--- src/rtl/core/ket_pkg.sv ---
// Shared types and codes for the keyed event count table.
`default_nettype none

package ket_pkg;

   // Input item kinds
   localparam logic [1:0] KIND_RECORD = 2'd0;
   localparam logic [1:0] KIND_READ   = 2'd1;
   localparam logic [1:0] KIND_CLEAR  = 2'd2;

   // Result status codes
   localparam logic [2:0] STAT_UPDATED    = 3'd0;
   localparam logic [2:0] STAT_INSERTED   = 3'd1;
   localparam logic [2:0] STAT_FULL       = 3'd2;
   localparam logic [2:0] STAT_READ_OK    = 3'd3;
   localparam logic [2:0] STAT_READ_EMPTY = 3'd4;
   localparam logic [2:0] STAT_CLEARED    = 3'd5;
   localparam logic [2:0] STAT_IGNORED    = 3'd6;

   // Configuration register indexes
   localparam logic REG_RECORDING_ENABLED = 1'b0;

   typedef struct packed {
      logic [1:0]  kind;
      logic [15:0] transition_id;
      logic [15:0] fire_increment;
      logic [4:0]  entry_index;
   } req_type;

   typedef struct packed {
      logic [2:0]  status;
      logic [4:0]  slot;
      logic [15:0] key;
      logic [15:0] instances;
      logic [31:0] total_fires;
      logic [31:0] average_fires;
      logic [5:0]  used_count;
   } rsp_type;

   // One stored table entry
   typedef struct packed {
      logic [15:0] key;
      logic [15:0] instances;
      logic [31:0] total;
   } entry_type;

   // Divider status toward the sequencer
   typedef struct packed {
      logic busy;
      logic done;
   } div_status_type;

   typedef enum logic [3:0] {
      ST_IDLE,
      ST_SEARCH,
      ST_UPDATE,
      ST_INSERT,
      ST_RDWAIT,
      ST_DIVSTART,
      ST_DIVIDE,
      ST_FINISH
   } state_type;

endpackage

`default_nettype wire

--- src/rtl/core/ket_ram.sv ---
// Generic single-write, single-read RAM with registered read data.
`default_nettype none

module ket_ram #(
   parameter int unsigned WIDTH = 64,
   parameter int unsigned DEPTH = 32,
   localparam int unsigned AW = (DEPTH > 1) ? $clog2(DEPTH) : 1
) (
   input  wire logic             clock,
   input  wire logic             we,
   input  wire logic [AW-1:0]    waddr,
   input  wire logic [WIDTH-1:0] wdata,
   input  wire logic [AW-1:0]    raddr,
   output logic      [WIDTH-1:0] rdata
);

   logic [WIDTH-1:0] mem_ff [DEPTH];
   logic [WIDTH-1:0] rdata_ff;

   // Write port and registered read port
   always_ff @(posedge clock) begin
      if (we) begin
         mem_ff[waddr] <= wdata;
      end
      rdata_ff <= mem_ff[raddr];
   end

   assign rdata = rdata_ff;

endmodule

`default_nettype wire

--- src/rtl/core/ket_div.sv ---
// Restoring divider, 32-bit dividend by 16-bit divisor, one quotient bit per cycle.
`default_nettype none

module ket_div (
   input  wire logic                    clock,
   input  wire logic                    reset,
   input  wire logic                    start,
   input  wire logic [31:0]             dividend,
   input  wire logic [15:0]             divisor,
   output ket_pkg::div_status_type      status,
   output logic      [31:0]             quotient
);
   import ket_pkg::*;

   logic        busy_ff, busy_in;
   logic        done_ff, done_in;
   logic [4:0]  cnt_ff, cnt_in;
   logic [31:0] quo_ff, quo_in;
   logic [15:0] rem_ff, rem_in;
   logic [15:0] dsr_ff, dsr_in;
   logic [16:0] shifted;
   logic [16:0] diff;
   logic        ge;

   // Shift in the next dividend bit and trial-subtract
   assign shifted = {rem_ff, quo_ff[31]};
   assign diff    = shifted - {1'b0, dsr_ff};
   assign ge      = (shifted >= {1'b0, dsr_ff});

   always_comb begin
      busy_in = busy_ff;
      done_in = 1'b0;
      cnt_in  = cnt_ff;
      quo_in  = quo_ff;
      rem_in  = rem_ff;
      dsr_in  = dsr_ff;
      if (start) begin
         busy_in = 1'b1;
         cnt_in  = '0;
         quo_in  = dividend;
         rem_in  = '0;
         dsr_in  = divisor;
      end else if (busy_ff) begin
         quo_in = {quo_ff[30:0], ge};
         rem_in = ge ? diff[15:0] : shifted[15:0];
         cnt_in = cnt_ff + 5'd1;
         if (cnt_ff == 5'd31) begin
            busy_in = 1'b0;
            done_in = 1'b1;
         end
      end
   end

   always_ff @(posedge clock) begin
      if (reset) begin
         busy_ff <= 1'b0;
         done_ff <= 1'b0;
         cnt_ff  <= '0;
      end else begin
         busy_ff <= busy_in;
         done_ff <= done_in;
         cnt_ff  <= cnt_in;
      end
      quo_ff <= quo_in;
      rem_ff <= rem_in;
      dsr_ff <= dsr_in;
   end

   assign status.busy = busy_ff;
   assign status.done = done_ff;
   assign quotient    = quo_ff;

endmodule

`default_nettype wire

--- src/rtl/core/keyed_event_count_table_unit.sv ---
// Top level of the keyed event count table: sequencer, entry RAM and shared divider.
//
// Input words (req_*) carry a kind: record, read or clear. While recording
// is enabled, a record word searches the occupied entries in insertion
// order, one entry per cycle through the entry RAM read port, then updates
// or appends an entry, or drops the word on a full table. A read word
// fetches one entry. Updated and read entries have their average computed
// by a bit-serial divider.
// Each input word yields exactly one result word on rsp_*.
// One word is handled at a time and req_ready is high only while the
// sequencer is idle, so the next word can be accepted in the same cycle
// in which the result of the last one is raised.
// A finished result sits in the output register; the next word is
// accepted meanwhile and holds in its last step while rsp_ready is low.
// Reset empties the table (occupied count to zero) and sets recording
// enabled. The APB register at address 0, bit 0, enables recording.
`default_nettype none

module keyed_event_count_table_unit #(
   parameter int unsigned TABLE_ENTRIES = 32
) (
   input  wire logic              clock,
   input  wire logic              reset,
   input  wire logic              req_valid,
   output logic                   req_ready,
   input  wire ket_pkg::req_type  req_data,
   output logic                   rsp_valid,
   input  wire logic              rsp_ready,
   output ket_pkg::rsp_type       rsp_data,
   input  wire logic              psel,
   input  wire logic              penable,
   input  wire logic              pwrite,
   input  wire logic [2:0]        paddr,
   input  wire logic [31:0]       pwdata,
   output logic      [31:0]       prdata,
   output logic                   pready
);
   import ket_pkg::*;

   localparam int unsigned IDX_W = $clog2(TABLE_ENTRIES);
   localparam int unsigned CNT_W = $clog2(TABLE_ENTRIES + 1);
   localparam int unsigned CMP_W = (CNT_W > 5) ? CNT_W : 5;
   localparam int unsigned ENT_W = $bits(entry_type);

   state_type        state_ff, state_in;
   req_type          item_ff, item_in;
   logic [CNT_W-1:0] occ_ff, occ_in;
   logic [CNT_W-1:0] scan_ff, scan_in;
   logic             pend_ff, pend_in;
   logic [IDX_W-1:0] pend_idx_ff, pend_idx_in;
   entry_type        hit_ff, hit_in;
   logic [IDX_W-1:0] hit_idx_ff, hit_idx_in;
   rsp_type          res_ff, res_in;
   rsp_type          rsp_ff, rsp_in;
   logic             rsp_valid_ff, rsp_valid_in;
   logic             enabled_ff;

   logic             ram_we;
   logic [IDX_W-1:0] ram_waddr;
   entry_type        ram_wdata;
   logic [IDX_W-1:0] ram_raddr;
   entry_type        ram_rdata;

   logic             div_start;
   div_status_type   div_st;
   logic [31:0]      div_quotient;

   logic             accept;
   logic             out_free;
   logic             key_match;
   logic             scan_more;
   logic             table_full;
   logic             read_in_range;
   logic [15:0]      inst_next;
   logic [32:0]      total_sum;
   logic [31:0]      total_next;

   // Entry storage
   ket_ram #(
      .WIDTH(ENT_W),
      .DEPTH(TABLE_ENTRIES)
   ) u_ram (
      .clock(clock),
      .we   (ram_we),
      .waddr(ram_waddr),
      .wdata(ram_wdata),
      .raddr(ram_raddr),
      .rdata(ram_rdata)
   );

   // Shared divider for averages
   ket_div u_div (
      .clock   (clock),
      .reset   (reset),
      .start   (div_start),
      .dividend(res_ff.total_fires),
      .divisor (res_ff.instances),
      .status  (div_st),
      .quotient(div_quotient)
   );

   // Configuration port
   assign pready = 1'b1;
   assign prdata = (paddr[2] == REG_RECORDING_ENABLED) ? {31'd0, enabled_ff} : 32'd0;

   always_ff @(posedge clock) begin
      if (reset) begin
         enabled_ff <= 1'b1;
      end else if (psel && penable && pwrite && pready
                   && paddr[2] == REG_RECORDING_ENABLED) begin
         enabled_ff <= pwdata[0];
      end
   end

   // Handshake and compare terms
   assign req_ready     = (state_ff == ST_IDLE);
   assign accept        = req_valid && req_ready;
   assign out_free      = !rsp_valid_ff || rsp_ready;
   assign key_match     = pend_ff && (ram_rdata.key == item_ff.transition_id);
   assign scan_more     = (scan_ff < occ_ff);
   assign table_full    = (occ_ff == CNT_W'(TABLE_ENTRIES));
   assign read_in_range = (CMP_W'(req_data.entry_index) < CMP_W'(occ_ff));

   // Saturating counter updates for a hit
   assign inst_next  = (hit_ff.instances == 16'hFFFF) ? 16'hFFFF : hit_ff.instances + 16'd1;
   assign total_sum  = {1'b0, hit_ff.total} + {17'd0, item_ff.fire_increment};
   assign total_next = total_sum[32] ? 32'hFFFF_FFFF : total_sum[31:0];

   // Next state
   always_comb begin
      state_in = state_ff;
      unique case (state_ff)
         ST_IDLE: begin
            if (accept) begin
               case (req_data.kind)
                  KIND_RECORD: begin
                     if (!enabled_ff) begin
                        state_in = ST_FINISH;
                     end else if (occ_ff == '0) begin
                        state_in = ST_INSERT;
                     end else begin
                        state_in = ST_SEARCH;
                     end
                  end
                  KIND_READ: state_in = read_in_range ? ST_RDWAIT : ST_FINISH;
                  default:   state_in = ST_FINISH;
               endcase
            end
         end
         ST_SEARCH: begin
            if (key_match) begin
               state_in = ST_UPDATE;
            end else if (!scan_more && !pend_ff) begin
               state_in = table_full ? ST_FINISH : ST_INSERT;
            end
         end
         ST_UPDATE:   state_in = ST_DIVSTART;
         ST_INSERT:   state_in = ST_FINISH;
         ST_RDWAIT:   state_in = ST_DIVSTART;
         ST_DIVSTART: state_in = ST_DIVIDE;
         ST_DIVIDE: begin
            if (div_st.done) begin
               state_in = ST_FINISH;
            end
         end
         ST_FINISH: begin
            if (out_free) begin
               state_in = ST_IDLE;
            end
         end
         default: state_in = ST_IDLE;
      endcase
   end

   // Datapath and control outputs
   always_comb begin
      item_in      = item_ff;
      occ_in       = occ_ff;
      scan_in      = scan_ff;
      pend_in      = pend_ff;
      pend_idx_in  = pend_idx_ff;
      hit_in       = hit_ff;
      hit_idx_in   = hit_idx_ff;
      res_in       = res_ff;
      rsp_in       = rsp_ff;
      rsp_valid_in = rsp_valid_ff && !rsp_ready;
      ram_we       = 1'b0;
      ram_waddr    = hit_idx_ff;
      ram_wdata    = hit_ff;
      ram_raddr    = scan_ff[IDX_W-1:0];
      div_start    = 1'b0;
      unique case (state_ff)
         ST_IDLE: begin
            ram_raddr = IDX_W'(req_data.entry_index);
            if (accept) begin
               item_in = req_data;
               scan_in = '0;
               pend_in = 1'b0;
               res_in  = '0;
               case (req_data.kind)
                  KIND_RECORD: begin
                     if (!enabled_ff) begin
                        res_in.status = STAT_IGNORED;
                     end
                  end
                  KIND_READ: begin
                     res_in.slot = req_data.entry_index;
                     if (!read_in_range) begin
                        res_in.status = STAT_READ_EMPTY;
                     end
                  end
                  KIND_CLEAR: begin
                     occ_in        = '0;
                     res_in.status = STAT_CLEARED;
                  end
                  default: res_in.status = STAT_IGNORED;
               endcase
            end
         end
         ST_SEARCH: begin
            // Compare the word read last cycle while fetching the next one
            if (key_match) begin
               hit_in     = ram_rdata;
               hit_idx_in = pend_idx_ff;
            end else if (scan_more) begin
               pend_in     = 1'b1;
               pend_idx_in = scan_ff[IDX_W-1:0];
               scan_in     = scan_ff + CNT_W'(1);
            end else if (pend_ff) begin
               pend_in = 1'b0;
            end else if (table_full) begin
               res_in.status = STAT_FULL;
               res_in.key    = item_ff.transition_id;
            end
         end
         ST_UPDATE: begin
            ram_we              = 1'b1;
            ram_waddr           = hit_idx_ff;
            ram_wdata.key       = hit_ff.key;
            ram_wdata.instances = inst_next;
            ram_wdata.total     = total_next;
            res_in.status       = STAT_UPDATED;
            res_in.slot         = 5'(hit_idx_ff);
            res_in.key          = hit_ff.key;
            res_in.instances    = inst_next;
            res_in.total_fires  = total_next;
         end
         ST_INSERT: begin
            // Append at the end of the occupied range
            ram_we               = 1'b1;
            ram_waddr            = occ_ff[IDX_W-1:0];
            ram_wdata.key        = item_ff.transition_id;
            ram_wdata.instances  = 16'd1;
            ram_wdata.total      = {16'd0, item_ff.fire_increment};
            occ_in               = occ_ff + CNT_W'(1);
            res_in.status        = STAT_INSERTED;
            res_in.slot          = 5'(occ_ff);
            res_in.key           = item_ff.transition_id;
            res_in.instances     = 16'd1;
            res_in.total_fires   = {16'd0, item_ff.fire_increment};
            res_in.average_fires = {16'd0, item_ff.fire_increment};
         end
         ST_RDWAIT: begin
            res_in.status      = STAT_READ_OK;
            res_in.key         = ram_rdata.key;
            res_in.instances   = ram_rdata.instances;
            res_in.total_fires = ram_rdata.total;
         end
         ST_DIVSTART: begin
            div_start = 1'b1;
         end
         ST_DIVIDE: begin
            if (div_st.done) begin
               res_in.average_fires = (res_ff.instances == 16'd0) ? 32'd0 : div_quotient;
            end
         end
         ST_FINISH: begin
            // Hand the result to the output register once it is free
            if (out_free) begin
               rsp_in            = res_ff;
               rsp_in.used_count = 6'(occ_ff);
               rsp_valid_in      = 1'b1;
            end
         end
         default: ;
      endcase
   end

   // Registers
   always_ff @(posedge clock) begin
      if (reset) begin
         state_ff     <= ST_IDLE;
         occ_ff       <= '0;
         pend_ff      <= 1'b0;
         rsp_valid_ff <= 1'b0;
      end else begin
         state_ff     <= state_in;
         occ_ff       <= occ_in;
         pend_ff      <= pend_in;
         rsp_valid_ff <= rsp_valid_in;
      end
      item_ff     <= item_in;
      scan_ff     <= scan_in;
      pend_idx_ff <= pend_idx_in;
      hit_ff      <= hit_in;
      hit_idx_ff  <= hit_idx_in;
      res_ff      <= res_in;
      rsp_ff      <= rsp_in;
   end

   assign rsp_valid = rsp_valid_ff;
   assign rsp_data  = rsp_ff;

   // Checks
   a_occ_bound: assert property (@(posedge clock) disable iff (reset)
      occ_ff <= CNT_W'(TABLE_ENTRIES))
      else $error("occupied count beyond table size");

   a_idle_div: assert property (@(posedge clock) disable iff (reset)
      req_ready |-> !div_st.busy)
      else $error("divider busy while accepting a word");

   a_insert_grows: assert property (@(posedge clock) disable iff (reset)
      (state_ff == ST_INSERT) |=> (occ_ff == $past(occ_ff) + CNT_W'(1)))
      else $error("insert did not grow the table");

   a_rsp_source: assert property (@(posedge clock) disable iff (reset)
      $rose(rsp_valid_ff) |-> ($past(state_ff) == ST_FINISH))
      else $error("result raised outside the finish step");

endmodule

`default_nettype wire
--- config.mk ---
export PLATFORM = sky130hd
export DESIGN_NAME = keyed_event_count_table_unit
export DESIGN_NICKNAME = d
export VERILOG_FILES = /design/src/rtl/core/ket_pkg.sv /design/src/rtl/core/ket_ram.sv /design/src/rtl/core/ket_div.sv /design/src/rtl/core/keyed_event_count_table_unit.sv
export SDC_FILE = /design/constraint.sdc
export NUM_CORES = 2
export LEC_CHECK = 0
export ABC_AREA = 1
export BUFFER_PORTS_ARGS = -buffer_cell sky130_fd_sc_hd__buf_2
export CAP_MARGIN = 20
export CORE_MARGIN = 2
export CORE_UTILIZATION = 60
export DETAILED_ROUTE_END_ITERATION = 7
export GPL_TIMING_DRIVEN = 1
export PLACE_DENSITY = 0.77
export SKIP_LAST_GASP = 1
export SLEW_MARGIN = 20
export SYNTH_ARGS = -nofsm -noshare
export SYNTH_HDL_FRONTEND = slang
export SYNTH_SLANG_ARGS = --single-unit
--- constraint.sdc ---
create_clock -name clock -period 17.9 [get_ports clock]
set_input_delay 1.79 -clock clock [delete_from_list [all_inputs] [get_ports clock]]
set_output_delay 1.79 -clock clock [all_outputs]
set_load 0.005 [all_outputs]
==> impl_metrics.ini <==
[route]
drt_first_pass_iters = 8
ant_nets = 0
post_drt_wl_per_cell_um = 24.68
drc = 0
routed_wl_um = 277100
vias_per_cell = 6.225
vias = 69898
drt_iter0_drc = 11300

[cells_and_area]
fin_cells = 11228
final_common_cell = nand2_1
final_cell_mix = nand2_1, edfxtp_1, nand3_1
drive_gt1_share_pct = 8.474
nNetsFinal = 8926
syn_to_final_growth_pct = 10.79

[clock_network]
post_cts_buffers = 0
clk_pin_slew_ps = 60
insertion_delay_ps = 880
clock_sinks = 2521
root_buffer = clkbuf_16
numCtsBuffers = 233
cts.repair.resized = 0
cts_buffer_depth = 3
cts_tree = yes
cts_hold_buffers = 0
h-tree-depth = 4

[sta]
fin_tns_setup_ps = 0
rsz0062_at_grt = no
hold_ws_ps = 415.0
fin_crit_sh_pct = 35.12
finClkSkew_ps = 44.91
fin_crit_ps = 6287
max_freq_ghz = 0.1591
final_hold_viol_count = 0
setup_viol = 0
setup_slack_ps = 11610
finalMaxSlewViolations = 0
slew_headroom_pct = 24.18
worst_pin_slew_ps = 1135

[power_and_ir_drop]
powerDensity_nw_per_um2 = 174.9
power_switching_mw = 7.718
clkPwrFrac_pct = 25.1
p_leak_nw = 41.57
pwr-share-seq_pct = 38.5
p_sw_share_pct = 38.91
p_int_mw = 12.11
p_comb_share_pct = 36.4
ir_drop_v = 0.0002033

[synthesis]
synth_area_um2 = 102300
async_flop_share_pct = 0
synth-seq-area-share_pct = 73.00
ys_warn_count = 0
synthFlopType = edfxtp_1
avgSynthCellArea_um2 = 11.71
syn_inst = 8738
yosys_register_bits = 2521
synth-edff-count = 2422
synth_cell_types = 41

[place]
gp_congestion = 0.9260
dp.cells = 10772
port_buffers = 160
hpwl_um = 142900
place_ws_ps = 11860

[floorplanning]
dieArea_um2 = 173900
io_pins = 226
die_w_um = 417.0
chipHeight_um = 417.0
start_util_pct = 60.39
rows = 151
coreArea_um2 = 169500

[grt]
grt_usage_pct = 31.20
grt_most_used_layer = met2
grt_max_degree = 211
grt_first_pass_wirelength_um = 404500
grtUsageMet3_pct = 6.303
grt_pass1_vias = 66070
grt_overflow_total = 0
antenna_found_initial = 14
met1_usage_pct = 43.84
met2_usage_pct = 48.28

[run_status]
outcome = finished, final reports clean

[critical_path]
cp-end-kind = flop
critPathMaxFanout = 29
worstSetupPathType = flop to flop
path_cells = inv_2 -> nor2_4 -> nand2_2 -> inv_2 -> o21ai_0 -> nor2_1 -> nand2_1 -> nor2_4 -> buf_4 -> buf_4
start_kind = flop
worstPathRequired_ps = 18390
cpPeakStageDelay_ps = 790
crit_arrival_ps = 6780
crit_slowest_cell = buf_4
regToRegSetupSlack_ps = 11610

[flow_run]
maxCapViolations = 0

[min_path]
hold_class = flop to flop
-- layer usage --
layer / routed length (µm) / vias to the layer above
li1: - / 30689
met1: 101000 / 33456
met2: 126200 / 5008
met3: 38440 / 741
met4: 11330 / 4
met5: 24 / -
-- power groups by stage --
stage               logic [mW]  clock network [mW]  registers [mW]
floorplan                 4.82                   0            7.67
global placement          6.72                   0            7.74
detailed placement        6.92                   0            7.76
CTS                       6.98                4.99            7.63
global route              7.79                5.20            7.65
finish                    7.23                4.98            7.63
-- cells by family (layout without fill, tap and decap cells) --
logic type	count (synthesis)	in the layout	synth area share, %
and+or+nand+nor	5028	5028	21.17
DFF	2521	2521	73.00
buffers and inverters	877	1113	3.669
AOI/OAI and AO/OA	225	225	1.237
adders and majority gates	49	49	0.6137
xor gates and xnor gates	36	36	0.3081
other	2	38	0.007338
-- critical path: cells and delay by family, from the launching register on --
kind | cells | cell delay, ps
compound gates | 1 | 350
flops | 1 | 500
simple gates | 5 | 2630
buf+inv | 4 | 2310
-- final cells by class --
class                      instances  area (µm²)
fill                           11453       56080
timing repair buffer             309        2180
antenna                            6       15.01
clock inverter                   121        1225
multi-input combinational       5370       24560
inverter                         361        1378
tap                             2218        2775
sequential                      2521       74710
clock buffer                     322        6539
-- sequential cells by signal, summed over array words and instances (netlist names), 16 cells and up --
| name | flops |
|---|---|
| hit_ff | 64 |
| item_ff | 32 |
| res_ff | 104 |
| rsp_data | 110 |
| u_div.dsr_ff | 16 |
| u_div.quotient | 32 |
| u_div.rem_ff | 16 |
| u_ram.mem_ff | 2048 |
| u_ram.rdata | 64 |
-- path summary, 6_finish.rpt --
check         startpoint                   to  cells after the start
min           res_ff[88]         rsp_data[88]                      0
min reg2reg   res_ff[88]         rsp_data[88]                      0
max reg2reg  state_ff[0]  u_ram.mem_ff[23][8]                     10
max          state_ff[0]  u_ram.mem_ff[23][8]                     10
-- synth_stat cells (2+ instances only) --
cell       count  area (µm²)
o21ai_0      113       565.5
o211ai_1      21       157.7
xnor2_1       16       140.1
fa_1           2       40.04
buf_4         35       262.8
inv_2          6       22.52
nor4_1         6       37.54
o21bai_1       2       15.01
buf_1         37       138.9
dfxtp_1       99        1982
nand3b_1      18       135.1
o31ai_1       14       105.1
o21a_1         2       15.01
conb_1         2       7.510
nor3b_1        5       37.54
clkinv_1       2       7.510
nand2_1     2755       10340
xor2_1        20       175.2
a31oi_1        6       37.54
nor3_1        42       210.2
edfxtp_1    2422       72730
nor2_1       132       495.5
a21oi_1       57       285.3
nand3_1     2049       10250
inv_1        353        1325
o21ai_2        4       35.03
buf_2        265        1326
o2111ai_1      2       17.52
nand4_1       15       93.84
clkbuf_1     179       671.9
ha_1          47       588.1
-- metrics by stage --
step	power [mW]	area (µm²)	util, %
after floorplan	12.49	102500	-
after global placement	14.47	105200	62.09
after detailed placement	14.67	105300	62.16
after CTS	19.61	113100	66.74
after global routing	20.65	113400	66.90
final	19.83	113400	66.91
(Power assumes the default switching activity.)
